File: src/rtl/core/bop_mul.sv
`default_nettype none
module bop_mul (
  input  logic          clk,
  input  logic          rst,
  input  logic          start,
  input  logic [63:0]   a,
  input  logic [63:0]   b,
  output logic [127:0]  prod,
  output logic          done
);
  logic [63:0]  a_r;
  logic [63:0]  b_r;
  logic [63:0]  pp;
  logic [2:0]   cnt;
  logic         active;
  logic [127:0] acc;
  logic [31:0]  a_half;
  logic [31:0]  b_half;
  logic [1:0]   prev;
  logic [127:0] pp_shift;

  // 64x64 product from four 32x32 partials, one per cycle
  always_comb begin
    a_half = cnt[1] ? a_r[63:32] : a_r[31:0];
    b_half = cnt[0] ? b_r[63:32] : b_r[31:0];
    prev   = 2'(cnt - 3'd1);
    unique case (prev)
      2'd0:    pp_shift = {64'd0, pp};
      2'd1:    pp_shift = {32'd0, pp, 32'd0};
      2'd2:    pp_shift = {32'd0, pp, 32'd0};
      default: pp_shift = {pp, 64'd0};
    endcase
  end

  always_ff @(posedge clk) begin
    if (rst) begin
      active <= 1'b0;
      done   <= 1'b0;
      cnt    <= '0;
    end else begin
      done <= 1'b0;
      if (start) begin
        a_r    <= a;
        b_r    <= b;
        acc    <= '0;
        cnt    <= '0;
        active <= 1'b1;
      end else if (active) begin
        if (cnt != 3'd4) pp <= a_half * b_half;
        if (cnt != 3'd0) acc <= acc + pp_shift;
        if (cnt == 3'd4) begin
          active <= 1'b0;
          done   <= 1'b1;
        end
        cnt <= cnt + 3'd1;
      end
    end
  end

  assign prod = acc;

endmodule
`default_nettype wire

File: config.mk
export PLATFORM = sky130hd
export DESIGN_NAME = bop_mul
export DESIGN_NICKNAME = d
export VERILOG_FILES = /design/src/rtl/core/bop_mul.sv
export SDC_FILE = /design/constraint.sdc
export NUM_CORES = 2
export LEC_CHECK = 0
export BUFFER_PORTS_ARGS = -buffer_cell sky130_fd_sc_hd__buf_4
export CAP_MARGIN = 15
export CORE_MARGIN = 2
export CORE_UTILIZATION = 40
export CTS_CLUSTER_SIZE = 24
export DETAILED_ROUTE_END_ITERATION = 10
export PLACE_DENSITY_LB_ADDON = 0.12
export SETUP_SLACK_MARGIN = 0.5
export SYNTH_ARGS = -nofsm -noshare
export SYNTH_HDL_FRONTEND = slang
export SYNTH_SLANG_ARGS = --single-unit
File: constraint.sdc
create_clock -name clk -period 24 [get_ports clk]
set_input_delay 1.2 -clock clk [delete_from_list [all_inputs] [get_ports clk]]
set_output_delay 1.2 -clock clk [all_outputs]
set_load 0.03 [all_outputs]
# == Yosys cells after proc, flatten, opt, wreduce, memory -nomap -nowiden ==
# Cells that the tools add are included.
# word_totals
output_inout_bits,129
word_cells,37
reg_bits,325
in_bits,131
# op_classes
mux,9
multipliers,1
n_reduce_logical,10
addsub,3
bitwise_logic,3
n_eq_ne,4
# ops
operator,n
$mux 128,2
$pmux 128 s2,1
$add 128x128->128,1
$mul 32x32->64,1
$mux 32,2
$mux 1,4
$reduce_and 4->1,1
$reduce_bool 2->1,2
$reduce_or 2->1,2
$add 3x1->3 const B,1
$eq 3x3->1 const B,1
$ne 3x3->1 const B,1
$not 1->1,3
$reduce_and 3->1,1
$reduce_bool 3->1,1
$reduce_or 3->1,1
$eq 2x1->1 const B,1
$eq 2x2->1 const B,1
$logic_not 2->1,1
$reduce_and 2->1,1
$sub 2x1->2 const B,1

# == Depth between registers and ports, before layout ==
# logic_depth
depth_word,7
depth_mapped,35
mapped_depth_nobuf,30

# == Worst setup path before layout ==
# OpenSTA, ideal clock, no wires.
# synth_timing
kind,flip-flop to flip-flop
start,reg cnt[0]
end,"reg pp[55], data pin"
slack_ns,15.107
path_stages_with_launch,31
required_ns,23.731
t_arrival_ns,8.625
setup_time_ns,0.269
cell_sequence,dfxtp_1 clkbuf_1 buf_1 buf_1 clkbuf_1 mux2_1 nand2_1 fa_1 fa_1 fa_1 fa_1 inv_1 fa_1 inv_1 fa_1 inv_1 fa_1 inv_1 fa_1 inv_1 ha_1 clkbuf_1 and3_1 and4_1 o21ai_0 or2_2 o221ai_1 a211oi_1 or2_2 o31ai_1 xor2_1
# synth_via
elab_chain_cells,2
# synth_lines
item,line,text
from (decl),14,logic [2:0] cnt;
from (signal assigned),55,cnt <= cnt + 3'd1;
$mux 32,25,b_half = cnt[0] ? b_r[63:32] : b_r[31:0];
$mul 32x32->64,49,if (cnt != 3'd4) pp <= a_half * b_half;
to (signal assigned),49,
to (decl),13,logic [63:0] pp;
# No other way between the ends.
# A chain may end at the register's enable or synchronous reset.

# == Worst setup path in the final report ==
# layout_timing
start,reg cnt[0]
end,"reg pp[58], data pin"
# The elaborated chain is that of the path after synthesis.

==> metrics.md <==
| Metric | Value |
|---|---|
| Max Fclk | `99.4 MHz` |
| Sequence of cells on the critical path | `buf_4 -> mux2i_4 -> nor2_1 -> fa_1 -> fa_1 -> inv_1 -> fa_1 -> fa_1 -> inv_1 -> fa_1 -> fa_1 -> fa_1 -> fa_1 -> ha_1 -> a21o_1 -> a31oi_1 -> o211ai_1 -> o21ai_0 -> a21oi_1 -> a41oi_1 -> o31a_1 -> o21ai_0 -> a21oi_1 -> xnor2_1` |
| Critical Path RT | `24390 ps` |
| Synthesized netlist net count | `7265` |
| Postcts setup bufs | `0` |
| Synthesized flop and latch total | `325` |
| Final ANT Viol Nets | `0` |
| Largest net degree at the start of global routing | `79` |
| DIE AREA | `0.137 mm^2` |
| Number of max-cap violations | `0` |
| Min-delay worst type | `reg2reg` |
| Worst hold slack | `567 ps` |
| Period utilization | `41.9%` |
| DRC | `0` |
| FF-to-FF path depth | `24` |
| Most frequent cells in the layout | `inv_1 (946), fa_1 (897), nor2_1 (827)` |
| Die width | `370 um` |
| DIE HEIGHT | `370 um` |
| Largest cells by area after synthesis | `fa_1 (34%), edfxtp_1 (18%), ha_1 (9.2%)` |
| Core area | `approximately 0.13 mm^2` |
| Final setup viols | `0` |
| DRT Pass-1 Iters | `6` |
| Critical path arrival | `10450 ps` |
| Post-detailed-route wirelength per cell | `26.7 um` |
| Total GRT Usage | `30.2%` |
| First-pass GRT wire length | `302000 um` |
| Floorplan row count | `134` |
| Run status | `complete, no violations` |
| Cell Area, Synth | `roughly 0.054 mm^2` |
| Share of layout cells above drive strength 1 | `9.55%` |
| DRT Wirelength | `~210000 um` |
| Clock Skews | `47.4 ps` |
| WS Path Type | `reg2reg` |
| Clk slew on worst S/H paths | `60 ps` |
| DR vias | `43.1k` |
| Resize count post-CTS | `0` |
| Endpoints failing hold | `0` |
| Ys flop type | `edfxtp_1` |
| NumNets Final | `7348` |
| Final min period | `10060 ps` |
| Hold_buf cts | `0` |
| Worst R2R Start | `cnt[0]$_SDFFE_PN0P_` |
| Gate count of the mapped netlist | `between 5k and 6k` |
| Grt ovf | `0` |
| R2r setup slk | `around 14000 ps` |
| CTS Buf Count | `41` |
| Worst Tran Pin Value | `1240 ps` |
| Worst setup EP type | `register` |
| Share of the synthesized area in the top cell type | `33.5%` |
| CP Max Fanout | `52` |
| Initial Util | `40.2%` |
| Dpl hpwl | `163000 um` |
| DP Area | `about 0.057 mm^2` |
| Unrepaired setup endpoints after global routing | `false` |
| Cell mode on critical path | `fa_1` |
| Hold path cells | `2` |
| Commonest non-fill, non-tap cell in the layout | `inv_1` |
| Total negative slack | `0 ps` |
| Root buf cell | `clkbuf_16` |
| Max stage delay on crit path | `1100 ps` |
| Post-route cell area | `0.0589 mm^2` |
| CTS tree | `built` |
| Syn_area_per_cell | `a little over 9 um^2` |
| Post-DR vias/cell | `5.58` |
| RR Endpoint | `pp[58]$_DFFE_PP_` |
| Critical Path Slowest Stage Cell | `mux2i_4` |
| Drt initial violations | `between 3k and 4k` |
| Seq/Total Area, Yosys | `18.1%` |
| Hold path endpoint | `cnt[2]$_SDFFE_PN0P_` |
| TritonCTS Sinks | `325` |
| Syn. warnings | `0` |
| Netlist cell types | `88` |
| Max H-tree Level | `2` |
| GP Congestion | `0.947` |
| Clock Path Buffers | `3` |
| Worst setup SP type | `register` |
| Hold_sp | `cnt[2]$_SDFFE_PN0P_` |
| Ys async rst share | `0%` |
| Synth area leader | `fa_1` |
| Vias in the first global route | `44.4k` |
| Port-buffer cells | `259` |
| FILL cells | `13.2k` |
| Initial antenna violation count | `4` |
| EDFF count, synth | `320` |
| Max_slew headroom | `~16%` |
| Pins over their slew limit | `0` |
| Fin util | `44.2%` |
| Clk_lat worst skew | `~660 ps` |
| IO Pins | `260` |
| Area Growth Syn to Fin | `9.89%` |
## worst max-delay path by stage
stage                              startpoint               end  slack (ps)  cells after the start
after global routing      cnt[0]$_SDFFE_PN0P_  pp[57]$_DFFE_PP_       13590                     27
after global placement    cnt[0]$_SDFFE_PN0P_  pp[55]$_DFFE_PP_       14150                     28
after detailed placement  cnt[0]$_SDFFE_PN0P_  pp[57]$_DFFE_PP_       14000                     27
final                     cnt[0]$_SDFFE_PN0P_  pp[58]$_DFFE_PP_       13940                     24
after CTS                 cnt[0]$_SDFFE_PN0P_  pp[57]$_DFFE_PP_       13980                     27
after floorplan           cnt[0]$_SDFFE_PN0P_  pp[55]$_DFFE_PP_       15110                     30
## cell families after synthesis
| kind of cell | count (synthesis) | synth area share, % |
|---|---|---|
| buffers and inverters | 1244 | 8.73 |
| multiplexers | 145 | 2.90 |
| AND/OR/NAND/NOR | 1834 | 14.5 |
| AO/OA/AOI/OAI | 837 | 10.3 |
| flip-flops | 325 | 18.1 |
| XOR/XNOR | 167 | 2.73 |
| adder cells (fa/ha/maj) | 1291 | 42.7 |
## cell usage after synthesis (7+ instances only)
| cell | number |
|---|---|
| a211o_1 | 7 |
| a211oi_1 | 19 |
| a21boi_0 | 16 |
| a21o_1 | 111 |
| a21oi_1 | 272 |
| a22o_1 | 65 |
| a31oi_1 | 27 |
| and2_1 | 69 |
| and3_1 | 9 |
| buf_1 | 21 |
| clkbuf_1 | 273 |
| edfxtp_1 | 320 |
| fa_1 | 897 |
| ha_1 | 394 |
| inv_1 | 946 |
| mux2_1 | 9 |
| mux2_2 | 71 |
| mux2i_1 | 65 |
| nand2_1 | 644 |
| nand2b_1 | 16 |
| nand3_1 | 36 |
| nand4_1 | 89 |
| nor2_1 | 829 |
| nor2b_1 | 38 |
| nor3_1 | 44 |
| nor4_1 | 7 |
| o211ai_1 | 13 |
| o21a_1 | 23 |
| o21ai_0 | 140 |
| o21ai_1 | 7 |
| o21bai_1 | 53 |
| o31ai_1 | 14 |
| or2_2 | 10 |
| or3_1 | 12 |
| or4_1 | 7 |
| xnor2_1 | 111 |
| xor2_1 | 56 |
## final cells by class
cell class / count / area, um^2 / area share, %
multi-input combinational: 4274 / 39500 / 67.0
sequential: 325 / 9720 / 16.5
timing repair buffer: 338 / 2540 / 4.31
clock inverter: 26 / 320 / 0.544
inverter: 946 / 3550 / 6.03
antenna: 1 / 2.50 / 0.00425
tap: 1768 / 2210 / 3.76
clock buffer: 46 / 1070 / 1.81
## routing by layer
metal | vias up | global-route usage [%] | part of all wire [%]
met3 | 409 | 5.95 | 8.7
met4 | 0 | 12.0 | 4.7
met5 | - | 0 | 0
met2 | 2024 | 47.4 | 45
met1 | 21800 | 41.1 | 42
li1 | 18900 | - | -
## critical path: cells and delay by family (launching register included)
family	cells	cell delay (ps)
adders and majority gates	9	4420
AOI/OAI and AO/OA	9	2500
xor gates and xnor gates	1	80
DFF	1	550
and+or+nand+nor	1	190
muxes	1	1100
buffers and inverters	3	840
## metrics by stage
stage	worst slack (ps)	std cells
finish	13940	7724
global route	13590	7723
CTS	13980	7723
detailed placement	14000	7651
global placement	14150	7651
floorplan	15110	5843
## registers in the layout, summed over array words and instances, names as in the netlist
name	flops
prod	128
a_r	64
b_r	64
pp	64
cnt	3
active	1
done	1
Power is left out: the tool's default activity adds up to more than one toggle a clock period on the data nets, which glitch-free logic cannot reach.
