==> config.mk <==
export PLATFORM = sky130hd
export DESIGN_NAME = bop_div
export DESIGN_NICKNAME = d
export VERILOG_FILES = /design/src/rtl/core/bop_pkg.sv /design/src/rtl/core/bop_div.sv
export SDC_FILE = /design/constraint.sdc
export NUM_CORES = 1
export LEC_CHECK = 0
export BUFFER_PORTS_ARGS = -buffer_cell sky130_fd_sc_hd__buf_2
export CAP_MARGIN = 10
export CORE_ASPECT_RATIO = 0.8
export CORE_MARGIN = 4
export CORE_UTILIZATION = 55
export DETAILED_ROUTE_END_ITERATION = 8
export GPL_TIMING_DRIVEN = 0
export PLACE_DENSITY = 0.74
export REMOVE_ABC_BUFFERS = 1
export SYNTH_ARGS = -nofsm -noshare
export SYNTH_HDL_FRONTEND = slang
export SYNTH_SLANG_ARGS = --single-unit
==> constraint.sdc <==
create_clock -name clk -period 11 [get_ports clk]
set_input_delay 0 -clock clk [delete_from_list [all_inputs] [get_ports clk]]
set_output_delay 0 -clock clk [all_outputs]
set_load 0.05 [all_outputs]
==> src/rtl/core/bop_pkg.sv <==
`default_nettype none
package bop_pkg;

  localparam int unsigned DAYS_PER_YEAR = 365;
  localparam int unsigned EXP_TERMS     = 24;

  localparam logic [63:0] ONE28 = 64'h0000_0000_1000_0000;
  localparam logic [63:0] ONE30 = 64'h0000_0000_4000_0000;
  localparam logic [63:0] M32   = 64'h0000_0000_FFFF_FFFF;
  localparam logic [63:0] X_CAP = 64'h0000_0000_C000_0000;
  localparam logic [63:0] H_CAP = 64'h0000_0003_FFFF_FFFF;

  typedef enum logic [2:0] {
    CFG_STRIKE,
    CFG_EXPIRY,
    CFG_VOLATILITY,
    CFG_RATE,
    CFG_MIN_PERIODS,
    CFG_MODE,
    CFG_DIVIDEND_A,
    CFG_DIVIDEND_B
  } cfg_index_t;

  typedef enum logic {
    DOP_DIV,
    DOP_SQRT
  } div_op_t;

  typedef struct packed {
    logic    start;
    div_op_t op;
  } div_req_t;

  typedef enum logic [4:0] {
    ST_IDLE,
    ST_NDIV,
    ST_NMUL,
    ST_HDIV,
    ST_SQRT,
    ST_XMUL,
    ST_EMUL,
    ST_EDIV,
    ST_DDIV,
    ST_RMUL1,
    ST_RMUL2,
    ST_PCHK,
    ST_PDIV,
    ST_PWR_U,
    ST_PWR_D,
    ST_NP_RD,
    ST_NP_MUL1,
    ST_NP_MUL2,
    ST_LVL_MUL,
    ST_LVL_DIV,
    ST_ND_RD1,
    ST_ND_RD2,
    ST_ND_RD3,
    ST_ND_MUL1,
    ST_ND_MUL2,
    ST_ND_DIV,
    ST_OUT_RD,
    ST_OUT_CAP
  } state_t;

endpackage
`default_nettype wire

==> src/rtl/core/bop_div.sv <==
`default_nettype none
module bop_div (
  input  logic              clk,
  input  logic              rst,
  input  bop_pkg::div_req_t req,
  input  logic [63:0]       num,
  input  logic [63:0]       den,
  output logic [63:0]       quo,
  output logic              done
);
  import bop_pkg::*;

  logic [63:0] rem;
  logic [63:0] acc;
  logic [63:0] den_r;
  logic [63:0] bitv;
  logic [5:0]  cnt;
  logic        active;
  div_op_t     op_r;
  logic [64:0] rsh;
  logic [64:0] rdiff;
  logic        rge;
  logic [63:0] ssum;
  logic        sge;
  logic        last;

  // restoring divide, one quotient bit a cycle; bitwise root, one result bit a cycle
  always_comb begin
    rsh   = {rem, acc[63]};
    rdiff = rsh - {1'b0, den_r};
    rge   = rsh >= {1'b0, den_r};
    ssum  = acc + bitv;
    sge   = rem >= ssum;
    last  = (op_r == DOP_SQRT) ? (cnt == 6'd31) : (cnt == 6'd63);
  end

  always_ff @(posedge clk) begin
    if (rst) begin
      active <= 1'b0;
      done   <= 1'b0;
      cnt    <= '0;
      op_r   <= DOP_DIV;
    end else begin
      done <= 1'b0;
      if (req.start) begin
        op_r   <= req.op;
        cnt    <= '0;
        active <= 1'b1;
        den_r  <= den;
        if (req.op == DOP_SQRT) begin
          rem  <= num;
          acc  <= '0;
          bitv <= 64'h4000_0000_0000_0000;
        end else begin
          rem <= '0;
          acc <= num;
        end
      end else if (active) begin
        if (op_r == DOP_SQRT) begin
          if (sge) begin
            rem <= rem - ssum;
            acc <= (acc >> 1) + bitv;
          end else begin
            acc <= acc >> 1;
          end
          bitv <= bitv >> 2;
        end else begin
          if (rge) begin
            rem <= rdiff[63:0];
            acc <= {acc[62:0], 1'b1};
          end else begin
            rem <= rsh[63:0];
            acc <= {acc[62:0], 1'b0};
          end
        end
        if (last) begin
          active <= 1'b0;
          done   <= 1'b1;
        end
        cnt <= cnt + 6'd1;
      end
    end
  end

  assign quo = acc;

endmodule
`default_nettype wire

# After elaboration in Yosys (flattened, before gate mapping)
# Index checks and enable logic that the tools add are counted.
dict set report classes {
  add_sub_neg 5
  multipliers 0
  div_mod_pow 0
  magnitude_cmp 2
  n_eq_ne 4
  shifts 0
  n_mux 21
  bitwise 2
  reduce_logical 8
}
# cell count
set ops {}
lappend ops {{two-way mux 64 bit} 15}
lappend ops {{subtractor 64 bit} 2}
lappend ops {{>= comparator 65 x 64 -> 1 bit} 1}
lappend ops {{adder 63 x 64 -> 64 bit} 1}
lappend ops {{adder 64 bit} 1}
lappend ops {{>= comparator 64 bit} 1}
lappend ops {{adder 6 x 1 -> 6 bit, second input constant} 1}
lappend ops {{== test 6 x 5 -> 1 bit, second input constant} 1}
lappend ops {{== test 6 bit, second input constant} 1}
lappend ops {{two-way mux 1 bit} 6}
lappend ops {{AND reduction 2 bit} 2}
lappend ops {{AND reduction 4 bit} 1}
lappend ops {{nonzero test 2 bit} 2}
lappend ops {{!= test 3 x 2 -> 1 bit, second input constant} 1}
lappend ops {{AND reduction 3 bit} 1}
lappend ops {{OR reduction 3 bit} 1}
lappend ops {{!= test 2 bit, second input constant} 1}
lappend ops {{NOT 1 bit} 2}
lappend ops {{OR reduction 2 bit} 1}
dict set report totals {
  reg_bits 265
  latchBits 0
  mem_bits_rw 0
  rom_bits 0
  in_bits 132
  out_inout_bits 65
  n_memories 0
}

# Depth between registers and ports, before layout
dict set report depth {
  ltp_word 6
  mapped_depth 27
  mapped_depth_nobuf 23
}

# Worst setup path after synthesis
# OpenSTA, ideal clock, no wires.
dict set report synth_path {
  path_type {register to register}
  startpoint {reg acc[0], in the netlist quo[0]}
  endpoint {reg rem[0] (enable)}
  t_arrival_ns 9.389
  required_time_ns 10.435
  setup_slack_ns 1.045
  path_stages_with_launch 25
  n_path_buf 3
  period_less_slack_ns 9.955
  cell_sequence {edfxtp_1 -> ha_1 -> ha_1 -> a21o_1 -> a31oi_1 -> or4_1 -> a21oi_1 -> nor2_1 -> a21oi_1 -> o21ai_0 -> a21o_1 -> a2111o_1 -> o211a_1 -> ha_1 -> clkbuf_1 -> nand3_1 -> or3_1 -> a211oi_1 -> nand2_1 -> o211ai_1 -> or2_1 -> buf_6 -> buf_4 -> nor2_1 -> nor3_1}
}
dict set report synth_via {
  elab_chain_len 4
}
# element line
set synth_lines {}
lappend synth_lines {{start, declared} bop_div.sv:14} ;# logic [63:0] acc;
lappend synth_lines {{start signal, assigned} bop_div.sv:56} ;# acc <= num;
lappend synth_lines {{start signal, assigned} bop_div.sv:62} ;# acc <= (acc >> 1) + bitv;
lappend synth_lines {{start signal, assigned} bop_div.sv:64} ;# acc <= acc >> 1;
lappend synth_lines {{adder 64 bit} bop_div.sv:32} ;# ssum = acc + bitv;
lappend synth_lines {{>= comparator 64 bit} bop_div.sv:33} ;# sge = rem >= ssum;
lappend synth_lines {{!= test 3 x 2 -> 1 bit (no line)} -}
lappend synth_lines {{AND reduction 3 bit (no line)} -}
lappend synth_lines {{end signal, assigned} bop_div.sv:51} ;# rem <= num;
lappend synth_lines {{end signal, assigned} bop_div.sv:61} ;# rem <= rem - ssum;
lappend synth_lines {{end signal, assigned} bop_div.sv:69} ;# rem <= rdiff[63:0];
lappend synth_lines {{end, declared} bop_div.sv:13} ;# logic [63:0] rem;
# Every way passes these cells.
# A chain may end at the register's enable or synchronous reset.

# Worst setup path in the final report
dict set report layout_path {
  startpoint {reg acc[2], in the netlist quo[2]}
  endpoint {reg rem[13] (enable)}
}
# Same word-level chain as after synthesis.

==> impl_metrics.py <==
metrics = {
    "sta": {
        "slew_headroom": 0.1147,
        "drv_slew": 0,
        "worst_pin_slew_ns": 1.322,
        "hold_viol": 0,
        "finalSetupViolCount": 0,
        "setup_tns_ns": 0,
        "rsz0062_at_grt": "false",
        "timing.fmax_mhz": 116.8,
        "finClkSkew_ns": 0.02142,
        "period_share": 0.7786,
        "final.min_clock_period_ns": 8.564,
    },
    "drt": {
        "routed_via_density": 6.610,
        "dr_wl_met3_um": 12930,
        "drc": 0,
        "highest_layer": "met5",
        "dr.pass1.iters": 7,
        "vias": 23889,
        "detail_route.wirelength_um": 85490,
        "wl_met1_um": 37780,
        "ant_nets": 0,
        "wl_per_cell_um": 23.65,
        "drt_iter0_markers": 2983,
        "met2_length_um": 32870,
    },
    "synthesis": {
        "yosysSeqAreaShare": 0.2917,
        "syn_inst": 2814,
        "avgSynthCellArea_sq_um": 8.415,
        "yosysTopAreaCellShare": 0.2841,
        "yosys_warnings": 0,
        "yosysTopAreaCell": "edfxtp_1",
        "synth_edf_count": 224,
        "ys_ff_latch": 233,
        "synthFlopType": "edfxtp_1",
        "synth_cell_types": 99,
        "syn_area_sq_um": 23680,
        "synth_commonest_cells": "nand2_1, o21ai_0, edfxtp_1, a21oi_1, nor2_1",
        "ys_async_sr_fraction": 0,
        "yosysMostFrequentCell": "nand2_1",
        "ys_top_cells_by_area": "edfxtp_1, ha_1, o21ai_0",
    },
    "power_and_ir_drop": {
        "power.clock.fraction": 0.233,
        "pwr-share-seq": 0.300,
        "internal-power_mw": 2.313,
        "peakVddDrop_v": 0.0001317,
        "p_leak_nw": 10.82,
        "swShare": 0.4178,
        "p_per_area_nw_per_um2": 145.9,
        "power_frac_comb": 0.467,
        "switching_power_mw": 1.660,
    },
    "critical_path": {
        "reg2reg_depth": 27,
        "cpMaxStageDelayCell": "nor3_2",
        "r2r_slack_ns": 2.44,
        "crit_path_start": "quo[2]",
        "path_max_fanout": 28,
        "critPathLaunchType": "flip-flop",
        "worstPathRequired_ns": 11.28,
        "rr_endpoint": "rem[13]",
        "end_kind": "flip-flop",
        "cp.arrival_ns": 8.84,
        "critical_path_class": "flip-flop to flip-flop",
        "r2r-start": "quo[2]",
        "slowest_delay_ns": 0.70,
        "cpMostUsedCell": "buf_6",
    },
    "die": {
        "die_x_um": 240.0,
        "pin_count": 197,
        "die_area_sq_um": 46460,
        "die_y_um": 193.6,
        "initial_utilization": 0.5604,
        "core-area_sq_um": 42250,
        "rows": 67,
    },
    "placement": {
        "place.gp.congestion": 1.053,
        "portBuffers": 196,
        "dpl-instance-area_sq_um": 25030,
        "dpl.hpwl_um": 64860,
    },
    "layout": {
        "area_growth_pct": 15.00,
        "fillCellCount": 3555,
        "final_nets": 3369,
        "final_layout_size_suffix_gt1_frac": 0.1179,
        "fin_area_sq_um": 27230,
    },
    "hold_path": {
        "min_from": "req[0]",
        "hold_depth": 3,
        "holdPathEnd": "rem[4]",
        "min_path_type": "input port to flip-flop",
    },
    "clocking": {
        "cts_buffers": 29,
        "h-tree-depth": 1,
        "root_buffer": "clkbuf_16",
        "cts_tree": "done",
        "clkSlewWorstSetupHoldPaths_ns": 0.06,
        "max-clock-path-buffers": 3,
        "cts_setup_buffers": 0,
        "cts.sinks": 233,
        "clk_latency_ns": 0.58,
    },
    "run": {
        "drv_cap": 0,
    },
    "outcome": {
        "status": "complete, no violations",
    },
    "grt": {
        "gr-total-overflow": 0,
        "grt_pass1_wl_um": 129400,
        "grt_pass1_vias": 21883,
        "grt_usage": 0.3522,
        "antenna_found_initial": 3,
        "grt_max_degree": 80,
    },
}
-- critical path: cells and delay by family, from the launching register on --
family	cells	cell delay [ns]
simple gates	10	2.77
compound gates	8	2.62
buf+inv	6	1.23
fa+ha+maj	2	0.90
flops	1	0.48
xor+xnor	1	0.21
-- repair_timing --
action,4_1_cts,5_1_grt
hold buffers,130,0
hold endpoints to repair,217,0
gates resized for setup,0,0
-- through the flow --
stage / worst slack (ns) / instances / total power, mW / hold WS [ns] / utilization
finish: 2.436 / 3614 / 3.973 / 0.04295 / 0.6445
global route: 2.130 / 3613 / 4.168 / 0.03299 / 0.6445
CTS: 2.740 / 3613 / 3.906 / 0.002984 / 0.6445
detailed placement: 2.762 / 3431 / 2.944 / 0.1781 / 0.5924
global placement: -3.907 / 3409 / 2.906 / 0.1761 / 0.5809
floorplan: 0.5358 / 2661 / 2.428 / 0.07992 / -
-- per-layer routing --
metal	vias to the layer above	track usage
li1	10990	-
met1	11171	0.5546
met2	1565	0.4758
met3	153	0.1073
met4	10	0.06111
met5	-	0
-- layout by cell type (no fill, tap or decap), types with 9 or more instances in the layout --
master and count:
a211oi_1 32, a21boi_0 20, a21o_1 75, a21oi_1 222, a221o_1 11, a22oi_1 44
a31o_2 12, a31oi_1 74, and2_1 23, and3_1 19, buf_12 10, buf_2 195
clkbuf_16 29, dlygate4sd3_1 130, edfxtp_1 224, ha_1 195, inv_1 110, mux2_2 31
mux2i_1 38, nand2_1 294, nand2b_1 24, nand3_1 42, nand4_1 59, nor2_1 209
nor2b_1 52, nor3_1 45, nor4_1 10, o211ai_1 22, o21a_1 21, o21ai_0 242
o21ai_1 18, o21bai_1 33, o31ai_1 25, or2_2 9, or3_1 16, xnor2_1 123
xor2_1 98
-- cell type report --
class	instances	area, sq um	share of cell area
multi-input combinational	2318	15610	0.5732
sequential	233	6910	0.2538
timing repair buffer	348	2709	0.09948
clock buffer	33	740.7	0.02720
tap	552	690.7	0.02536
inverter	110	412.9	0.01516
clock inverter	19	156.4	0.005743
antenna	1	2.502	0.00009189
-- logic make-up after synthesis --
logic type / synth area share
AO/OA/AOI/OAI: 0.2664
AND/OR/NAND/NOR: 0.1731
buffers and inverters: 0.05152
flip-flops: 0.2917
XOR/XNOR: 0.08174
adder cells (fa/ha/maj): 0.1047
multiplexers: 0.03081
-- registers in the layout, summed over array words and instances, names as in the netlist --
signal	cells
quo	64
rem	64
op_r	1
bitv	32
done	1
active	1
cnt	6
den_r	64
-- power by group through the flow --
stage | logic [mW] | clock network (mW) | registers [mW]
2_1_floorplan | 1.22 | 0 | 1.21
3_3_place_gp | 1.70 | 0 | 1.21
3_5_place_dp | 1.75 | 0 | 1.20
4_1_cts | 1.80 | 0.931 | 1.18
5_1_grt | 2.01 | 0.966 | 1.19
6_report | 1.86 | 0.926 | 1.19
-- worst max path at each step --
stage | endpoint | slack, ns | cells past startpoint
5_1_grt | rem[7] | 2.13 | 26
3_5_place_dp | rem[6] | 2.76 | 26
6_report | rem[13] | 2.44 | 27
4_1_cts | rem[7] | 2.74 | 26
2_1_floorplan | rem[0] | 0.54 | 19
3_3_place_gp | rem[7] | -3.91 | 19
No activity file was read; power rests on OpenSTA's default activity.
